[config.mk]
export PLATFORM = sky130hd
export DESIGN_NAME = isc_parser_flat
export DESIGN_NICKNAME = d
export VERILOG_FILES = /design/src/hw/rtl/isc_pkg.sv /design/src/hw/rtl/isc_if.sv /design/src/hw/rtl/isc_parser.sv /design/src/flat_wrapper.sv
export SDC_FILE = /design/constraint.sdc
export NUM_CORES = 1
export LEC_CHECK = 0
export BUFFER_PORTS_ARGS = -buffer_cell sky130_fd_sc_hd__clkbuf_2
export CAP_MARGIN = 20
export CORE_UTILIZATION = 50
export DETAILED_ROUTE_END_ITERATION = 8
export HOLD_SLACK_MARGIN = 0.08
export PLACE_DENSITY = 0.82
export SLEW_MARGIN = 0
export SYNTH_ARGS = -nofsm -noshare
export SYNTH_HDL_FRONTEND = slang
export SYNTH_SLANG_ARGS = --single-unit
[constraint.sdc]
create_clock -name clk_i -period 3.85 [get_ports clk_i]
set_input_delay 0.385 -clock clk_i [delete_from_list [all_inputs] [get_ports clk_i]]
set_output_delay 0.385 -clock clk_i [all_outputs]
set_load 0.02 [all_outputs]
[src/hw/rtl/isc_pkg.sv]
// Shared types, constants and helper functions of the info string token checker.
package isc_pkg;

  // Default longest string (exclusive) and the largest usable token length.
  localparam int unsigned MaxInfo    = 1024;
  localparam int unsigned TokenBytes = 16;

  // Register map: 64-bit registers at byte address 8*i.
  localparam int unsigned AddrWidth = 5;
  localparam int unsigned DataWidth = 64;

  typedef enum logic [1:0] {
    RegTokenLow  = 2'd0,
    RegTokenHigh = 2'd1,
    RegTokenLen  = 2'd2,
    RegUnused    = 2'd3
  } reg_index_e;

  // Parser phase within one key/value pair.
  typedef enum logic [1:0] {
    PhOpen  = 2'd0,
    PhKey   = 2'd1,
    PhValue = 2'd2
  } phase_e;

  // Special characters and the printable range.
  localparam logic [7:0] ChBackslash = 8'h5C;
  localparam logic [7:0] ChQuote     = 8'h22;
  localparam logic [7:0] ChSemicolon = 8'h3B;
  localparam logic [7:0] ChFirstPrn  = 8'd32;
  localparam logic [7:0] ChDelete    = 8'd127;
  localparam logic [3:0] TagLen      = 4'd9;

  // Configured token as seen by the parser.
  typedef struct packed {
    logic [63:0] low;
    logic [63:0] high;
    logic [4:0]  len;
  } token_cfg_t;

  // Printable ASCII other than the double quote and the semicolon.
  function automatic logic byte_allowed(input logic [7:0] c);
    return (c >= ChFirstPrn) && (c < ChDelete) && (c != ChQuote) && (c != ChSemicolon);
  endfunction

  function automatic logic [7:0] to_lower(input logic [7:0] c);
    return (c >= 8'h41 && c <= 8'h5A) ? c + 8'h20 : c;
  endfunction

  // Letters of the tag key "challenge"; positions past its end read as zero.
  function automatic logic [7:0] tag_char(input logic [3:0] pos);
    logic [7:0] ch;
    case (pos)
      4'd0:    ch = "c";
      4'd1:    ch = "h";
      4'd2:    ch = "a";
      4'd3:    ch = "l";
      4'd4:    ch = "l";
      4'd5:    ch = "e";
      4'd6:    ch = "n";
      4'd7:    ch = "g";
      4'd8:    ch = "e";
      default: ch = 8'h00;
    endcase
    return ch;
  endfunction

endpackage

[src/hw/rtl/isc_if.sv]
// Stream interfaces for the text bytes and the verdict words.
interface isc_in_if;
  logic       valid;
  logic       ready;
  logic [7:0] text_byte;
  logic       final_byte;

  modport source (output valid, output text_byte, output final_byte, input ready);
  modport sink   (input valid, input text_byte, input final_byte, output ready);
endinterface

interface isc_out_if;
  logic valid;
  logic ready;
  logic token_accepted;

  modport source (output valid, output token_accepted, input ready);
  modport sink   (input valid, input token_accepted, output ready);
endinterface

[src/hw/rtl/isc_parser.sv]
// Input register, per-string parse state and verdict register.
module isc_parser #(
  parameter int unsigned MAX_INFO = isc_pkg::MaxInfo
) (
  input  logic                clk_i,
  input  logic                rst_ni,
  input  isc_pkg::token_cfg_t cfg_i,
  isc_in_if.sink              in_if,
  isc_out_if.source           out_if
);

  localparam int unsigned CntWidth = $clog2(MAX_INFO + 1);
  localparam logic [CntWidth-1:0] CntMax = CntWidth'(MAX_INFO);

  // Input register.
  logic       in_vld_q;
  logic [7:0] byte_q;
  logic       fin_q;
  logic       advance;

  // Parse state.
  isc_pkg::phase_e     phase_q, phase_d;
  logic [3:0]          kpos_q, kpos_d;
  logic                kdiff_q, kdiff_d;
  logic [4:0]          vpos_q, vpos_d;
  logic                vdiff_q, vdiff_d;
  logic                seen_q, seen_d;
  logic                failed_q, failed_d;
  logic [CntWidth-1:0] cnt_q, cnt_d;
  logic                ok;

  // Result register.
  logic out_vld_q;
  logic res_q;

  logic [127:0] token_word;
  logic [7:0]   token_chr;

  // A final word may move on only once the result register is free.
  assign advance     = in_vld_q && (!fin_q || !out_vld_q || out_if.ready);
  assign in_if.ready = !in_vld_q || advance;

  always_ff @(posedge clk_i or negedge rst_ni) begin
    if (!rst_ni) begin
      in_vld_q <= 1'b0;
    end else if (in_if.ready) begin
      in_vld_q <= in_if.valid;
    end
  end

  always_ff @(posedge clk_i) begin
    if (in_if.valid && in_if.ready) begin
      byte_q <= in_if.text_byte;
      fin_q  <= in_if.final_byte;
    end
  end

  assign token_word = {cfg_i.high, cfg_i.low};
  assign token_chr  = token_word[{vpos_q[3:0], 3'b000} +: 8];

  // Next parse state for the word in the input register.
  always_comb begin
    phase_d  = phase_q;
    kpos_d   = kpos_q;
    kdiff_d  = kdiff_q;
    vpos_d   = vpos_q;
    vdiff_d  = vdiff_q;
    seen_d   = seen_q;
    cnt_d    = (cnt_q < CntMax) ? cnt_q + CntWidth'(1) : cnt_q;
    failed_d = failed_q || (cnt_d >= CntMax);
    ok       = 1'b0;

    if (!failed_d) begin
      case (phase_q)
        isc_pkg::PhOpen: begin
          if (byte_q != isc_pkg::ChBackslash) begin
            failed_d = 1'b1;
          end else begin
            phase_d = isc_pkg::PhKey;
            kpos_d  = '0;
            kdiff_d = 1'b0;
          end
        end
        isc_pkg::PhKey: begin
          if (byte_q == isc_pkg::ChBackslash) begin
            if (kpos_q == '0) begin
              failed_d = 1'b1;
            end else begin
              if (kpos_q != isc_pkg::TagLen) kdiff_d = 1'b1;
              phase_d = isc_pkg::PhValue;
              vpos_d  = '0;
              vdiff_d = 1'b0;
            end
          end else if (!isc_pkg::byte_allowed(byte_q)) begin
            failed_d = 1'b1;
          end else begin
            if (kpos_q >= isc_pkg::TagLen ||
                isc_pkg::to_lower(byte_q) != isc_pkg::tag_char(kpos_q)) begin
              kdiff_d = 1'b1;
            end
            if (kpos_q != 4'd15) kpos_d = kpos_q + 4'd1;
          end
        end
        isc_pkg::PhValue: begin
          if (byte_q == isc_pkg::ChBackslash) begin
            // Close the pair, then open the next key.
            if (!kdiff_q) begin
              if (seen_q || vdiff_q || vpos_q != cfg_i.len) failed_d = 1'b1;
              else seen_d = 1'b1;
            end
            phase_d = isc_pkg::PhKey;
            kpos_d  = '0;
            kdiff_d = 1'b0;
          end else if (!isc_pkg::byte_allowed(byte_q)) begin
            failed_d = 1'b1;
          end else begin
            if (!kdiff_q && (vpos_q >= cfg_i.len || vpos_q[4] || byte_q != token_chr)) begin
              vdiff_d = 1'b1;
            end
            if (vpos_q != 5'd31) vpos_d = vpos_q + 5'd1;
          end
        end
        default: failed_d = 1'b1;
      endcase
    end

    // End of string: close the open pair and form the verdict.
    if (fin_q) begin
      if (!failed_d) begin
        if (phase_d == isc_pkg::PhValue) begin
          if (!kdiff_d) begin
            if (seen_d || vdiff_d || vpos_d != cfg_i.len) failed_d = 1'b1;
            else seen_d = 1'b1;
          end
        end else begin
          failed_d = 1'b1;
        end
      end
      ok = !failed_d && seen_d && (cfg_i.len != '0) &&
           (cfg_i.len <= 5'(isc_pkg::TokenBytes));
      phase_d  = isc_pkg::PhOpen;
      kpos_d   = '0;
      kdiff_d  = 1'b0;
      vpos_d   = '0;
      vdiff_d  = 1'b0;
      seen_d   = 1'b0;
      failed_d = 1'b0;
      cnt_d    = '0;
    end
  end

  // Parse state registers.
  always_ff @(posedge clk_i or negedge rst_ni) begin
    if (!rst_ni) begin
      phase_q  <= isc_pkg::PhOpen;
      kpos_q   <= '0;
      kdiff_q  <= 1'b0;
      vpos_q   <= '0;
      vdiff_q  <= 1'b0;
      seen_q   <= 1'b0;
      failed_q <= 1'b0;
      cnt_q    <= '0;
    end else if (advance) begin
      phase_q  <= phase_d;
      kpos_q   <= kpos_d;
      kdiff_q  <= kdiff_d;
      vpos_q   <= vpos_d;
      vdiff_q  <= vdiff_d;
      seen_q   <= seen_d;
      failed_q <= failed_d;
      cnt_q    <= cnt_d;
    end
  end

  // Verdict register.
  always_ff @(posedge clk_i or negedge rst_ni) begin
    if (!rst_ni) begin
      out_vld_q <= 1'b0;
    end else if (advance && fin_q) begin
      out_vld_q <= 1'b1;
    end else if (out_if.ready) begin
      out_vld_q <= 1'b0;
    end
  end

  always_ff @(posedge clk_i) begin
    if (advance && fin_q) res_q <= ok;
  end

  assign out_if.valid          = out_vld_q;
  assign out_if.token_accepted = res_q;

endmodule

[src/flat_wrapper.sv]
// flat-port wrapper written by rule: the top's interface ports become plain ports
module isc_parser_flat 
#(
  parameter int unsigned MAX_INFO = isc_pkg::MaxInfo
)
  (clk_i, rst_ni, cfg_i, in_if_valid, in_if_text_byte, in_if_final_byte, in_if_ready, out_if_valid, out_if_token_accepted, out_if_ready);
  isc_in_if in_if_i ();
  isc_out_if out_if_i ();
  input  logic clk_i;
  input  logic rst_ni;
  input  isc_pkg::token_cfg_t cfg_i;
  input wire logic [$bits(in_if_i.valid)-1:0] in_if_valid;
  input wire logic [$bits(in_if_i.text_byte)-1:0] in_if_text_byte;
  input wire logic [$bits(in_if_i.final_byte)-1:0] in_if_final_byte;
  output wire logic [$bits(in_if_i.ready)-1:0] in_if_ready;
  output wire logic [$bits(out_if_i.valid)-1:0] out_if_valid;
  output wire logic [$bits(out_if_i.token_accepted)-1:0] out_if_token_accepted;
  input wire logic [$bits(out_if_i.ready)-1:0] out_if_ready;
  assign in_if_i.valid = in_if_valid;
  assign in_if_i.text_byte = in_if_text_byte;
  assign in_if_i.final_byte = in_if_final_byte;
  assign in_if_ready = in_if_i.ready;
  assign out_if_valid = out_if_i.valid;
  assign out_if_token_accepted = out_if_i.token_accepted;
  assign out_if_i.ready = out_if_ready;
  isc_parser #(.MAX_INFO(MAX_INFO)) u_core (.clk_i(clk_i), .rst_ni(rst_ni), .cfg_i(cfg_i), .in_if(in_if_i), .out_if(out_if_i));
endmodule
==> impl_summary.txt <==
----------------------------------------------------
[Run status]
  Run status ... completed

[Logic synthesis]
  Average cell area after synthesis ... 9.15 um2
  Unique cell type count in the Yosys netlist ... 60
  Synth Flop Type ... sky130_fd_sc_hd__dfrtp_1
  Cell area after synthesis ... 0.00383 mm2
  Async set-or-reset flop fraction in the synthesized netlist ... 73.7%
  Number of warning messages in the yosys log ... 0
  Syn Inst Count ... 419
  Dominant cells by area after synthesis ... sky130_fd_sc_hd__dfrtp_1 18%, sky130_fd_sc_hd__mux4_2 17%, sky130_fd_sc_hd__edfxtp_1 7.8%
  Library cell occupying the most area in the post-synthesis netlist ... sky130_fd_sc_hd__dfrtp_1
  Flop and latch count out of synthesis ... 38
  Post-synth net total ... 583
  Number of enable flip-flop cells after synthesis ... 10
  Top-area cell type share of the netlist area ... 18.3%
  Sequential area share after synthesis ... 26.1%

[Critical path]
  Reg2reg setup slack ... 0.59 ns
  Endpoint class of the critical path ... flop
  Required @ worst endpoint ... 4.03 ns
  Maximum fanout along the worst path ... 10
  Arrival time of data at the critical path endpoint ... 3.43 ns
  CP Launch Type ... flop
  WS Path Type ... flop to flop

[Die]
  Area of the core ... 0.00733 mm2
  Starting Density ... 52.3%
  Die outline height ... 89.6 um
  Die W ... 89.6 um
  Number of placement rows ... 31
  Area of the die ... 0.00802 mm2
  Top-Level Pins ... 149

[Placement]
  Number of I/O port buffers ... 148
  Final weighted congestion of routability-driven global placement ... 0.932
  # placed instances ... 646
  HPWL after DPL ... 10100 um
  Placement-stage cell area ... 0.00465 mm2

[Timing]
  Unrepaired setup endpoints after global routing ... no
  Worst-margin pin slew ... 0.743 ns
  Final Max Tran Viols ... 0
  Fin Setup TNS ... 0 ns
  Worst relative slew slack ... 50.5%
  Achievable clock frequency ... 0.307 GHz
  Finish-stage setup viols ... 0
  Worst clock skew ... 0.0115 ns
  Hold violation count in the final report ... 0
  Post-route minimum period ... 3.26 ns
  Final Cycle Share ... 84.6%

[Clocking]
  Cells resized by post-CTS repair ... 0
  Total setup buffers inserted after CTS ... 0
  Buffer depth of the longest clock path ... 2
  TritonCTS clock tree ... yes
  Clk Tree Root Cell ... sky130_fd_sc_hd__clkbuf_8
  Deepest level of the CTS H-tree ... 2
  Clock transition at the registers of the reported paths ... 0.08 ns
  Clock Latency Late Sink ... 0.30 ns
  Number of buffers inserted by hold repair at cts ... 0
  Number of buffers created by CTS ... 5
  Number of sinks driven by the clock tree ... 38

[Power]
  Post-layout power ... 1.50 mW
  Max rail drop VDD ... 0.206 mV
  Leakage dissipation ... 2.10 nW
  Power density cells ... 315 mW/mm2

[Routing]
  Number of vias after detailed routing ... 4055
  Mean routed wirelength per cell ... 19.1 um
  Routed Antenna Nets ... 0
  DR vias/cell ... 6.20
  Drt first-iter violations ... 294
  DRC ... 0
  Number of detailed-route iterations in the first pass ... 5
  Routed wire length ... 12500 um

[Run]
  Max-cap violation count ... 0

[Finish]
  Post-layout instance count excluding filler cells ... 654
  Final instance area ... 0.00475 mm2
  Commonest cells after routing, fill and taps aside ... 148 x sky130_fd_sc_hd__clkbuf_2, 36 x sky130_fd_sc_hd__nor2_1, 30 x sky130_fd_sc_hd__nand2_1
  Filler cell count ... 620
  Commonest non-fill, non-tap cell in the layout ... sky130_fd_sc_hd__clkbuf_2
  Fraction of final layout cells with drive strength greater than 1 ... 36.0%
  ANT cells ... 0
  Total Nets Final ... 718
  Synthesis-to-finish area growth ... 23.9%

[Global routing]
  Antenna violations before repair ... 1
  First-pass GRT wire length ... 18800 um
  Largest net degree at the start of global routing ... 38
  Via count of the first global-routing pass ... 3822
  Global routing usage summed across all routing layers ... 31.9%
  Remaining Overflow, GRT ... 0

[Worst hold path]
  Tightest Hold Check Type ... primary input to async pin

----------------------------------------------------
## path summary, 6_finish.rpt
path | startpoint | to | cells after the start
setup reg to reg | u_core.byte_q[2] | u_core.out_if.token_accepted | 9
min in group clk_i | in_if_text_byte[4] | u_core.byte_q[4] | 1
hold / removal | rst_ni | u_core.cnt_q[0] | 1
max in group asynchronous | rst_ni | u_core.vpos_q[0] | 1
hold reg to reg | u_core.failed_q | u_core.failed_q | 2
setup / recovery | u_core.byte_q[2] | u_core.out_if.token_accepted | 9
## through the flow
stage	utilization, %	hold slack (ns)	worst slack (ns)
floorplan	-	0.0894	0.792
global placement	63.5	0.466	0.739
detailed placement	63.5	0.476	0.651
CTS	64.8	0.158	0.633
global route	64.8	0.194	0.392
finish	64.8	0.134	0.592
## worst max-delay path: stages, from the launching register on
cell and delay, ns:
sky130_fd_sc_hd__edfxtp_1 0.51, sky130_fd_sc_hd__nor4_4 0.33, sky130_fd_sc_hd__a311oi_1 0.13, sky130_fd_sc_hd__or4_1 0.72, sky130_fd_sc_hd__or2_1 0.39, sky130_fd_sc_hd__a311oi_2 0.33
sky130_fd_sc_hd__xnor2_1 0.15, sky130_fd_sc_hd__nand4_1 0.09, sky130_fd_sc_hd__nor4_1 0.30, sky130_fd_sc_hd__o211a_1 0.19
## registers in the layout (all words and copies together) (netlist names)
register / flops
u_core.phase_q: 2
u_core.kpos_q: 4
u_core.cnt_q: 11
u_core.seen_q: 1
u_core.fin_q: 1
u_core.vdiff_q: 1
u_core.byte_q: 8
u_core.out_if.valid: 1
u_core.failed_q: 1
u_core.out_if.token_accepted: 1
u_core.vpos_q: 5
u_core.kdiff_q: 1
u_core.in_vld_q: 1
## routing by layer
layer	GRT usage (%)	up-vias	part of all wire [%]
met5	0	-	0
met4	11.5	0	2.5
met3	8.77	31	9.1
met2	52.3	235	50
met1	40.5	1935	39
li1	-	1854	-
## logic make-up (layout without fill, tap and decap cells)
family / Yosys count / count (layout) / synth area share (%)
adders and majority gates: 18 / 18 / 5.88
xor gates and xnor gates: 21 / 21 / 4.80
AOI/OAI and AO/OA: 96 / 96 / 16.6
buffers and inverters: 54 / 190 / 5.81
DFF: 38 / 38 / 26.1
and+or+nand+nor: 151 / 151 / 20.5
muxes: 41 / 41 / 20.3
## report_power, final
group	switching [mW]	leakage [nW]	total, mW	internal (mW)
Combinational	0.316	1.57	0.696	0.380
Sequential	0.0567	0.477	0.505	0.448
Clock	0.150	0.0515	0.295	0.145
## synthesized netlist by cell type (3+ instances only)
master	instances
sky130_fd_sc_hd__nor2_1	36
sky130_fd_sc_hd__nand2_1	30
sky130_fd_sc_hd__mux4_2	29
sky130_fd_sc_hd__dfrtp_1	28
sky130_fd_sc_hd__inv_1	26
sky130_fd_sc_hd__a21oi_1	21
sky130_fd_sc_hd__o21ai_0	21
sky130_fd_sc_hd__ha_1	18
sky130_fd_sc_hd__xnor2_1	17
sky130_fd_sc_hd__nand3_1	15
sky130_fd_sc_hd__clkbuf_1	14
sky130_fd_sc_hd__nor3_1	13
sky130_fd_sc_hd__o22ai_1	12
sky130_fd_sc_hd__buf_2	10
sky130_fd_sc_hd__edfxtp_1	10
sky130_fd_sc_hd__nand4_1	9
sky130_fd_sc_hd__mux2i_1	8
sky130_fd_sc_hd__nand2b_1	8
sky130_fd_sc_hd__nor4_1	7
sky130_fd_sc_hd__a22oi_1	6
sky130_fd_sc_hd__or3_1	5
sky130_fd_sc_hd__a22o_1	4
sky130_fd_sc_hd__a31oi_1	4
sky130_fd_sc_hd__and2_1	4
sky130_fd_sc_hd__and3_1	4
sky130_fd_sc_hd__mux2_2	4
sky130_fd_sc_hd__nor2b_1	4
sky130_fd_sc_hd__xor2_1	4
sky130_fd_sc_hd__a311oi_1	3
sky130_fd_sc_hd__o221ai_1	3
sky130_fd_sc_hd__or4_1	3
## final cells by class
class / count / area [um2] / share of cell area [%]
multi-input combinational: 327 / 2610 / 54.9
inverter: 27 / 101 / 2.13
sequential: 38 / 1000 / 21.1
clock buffer: 6 / 82.6 / 1.74
clock inverter: 2 / 11.3 / 0.237
tap: 99 / 124 / 2.61
timing repair buffer: 155 / 818 / 17.2
No activity file was read; power rests on OpenSTA's default activity.
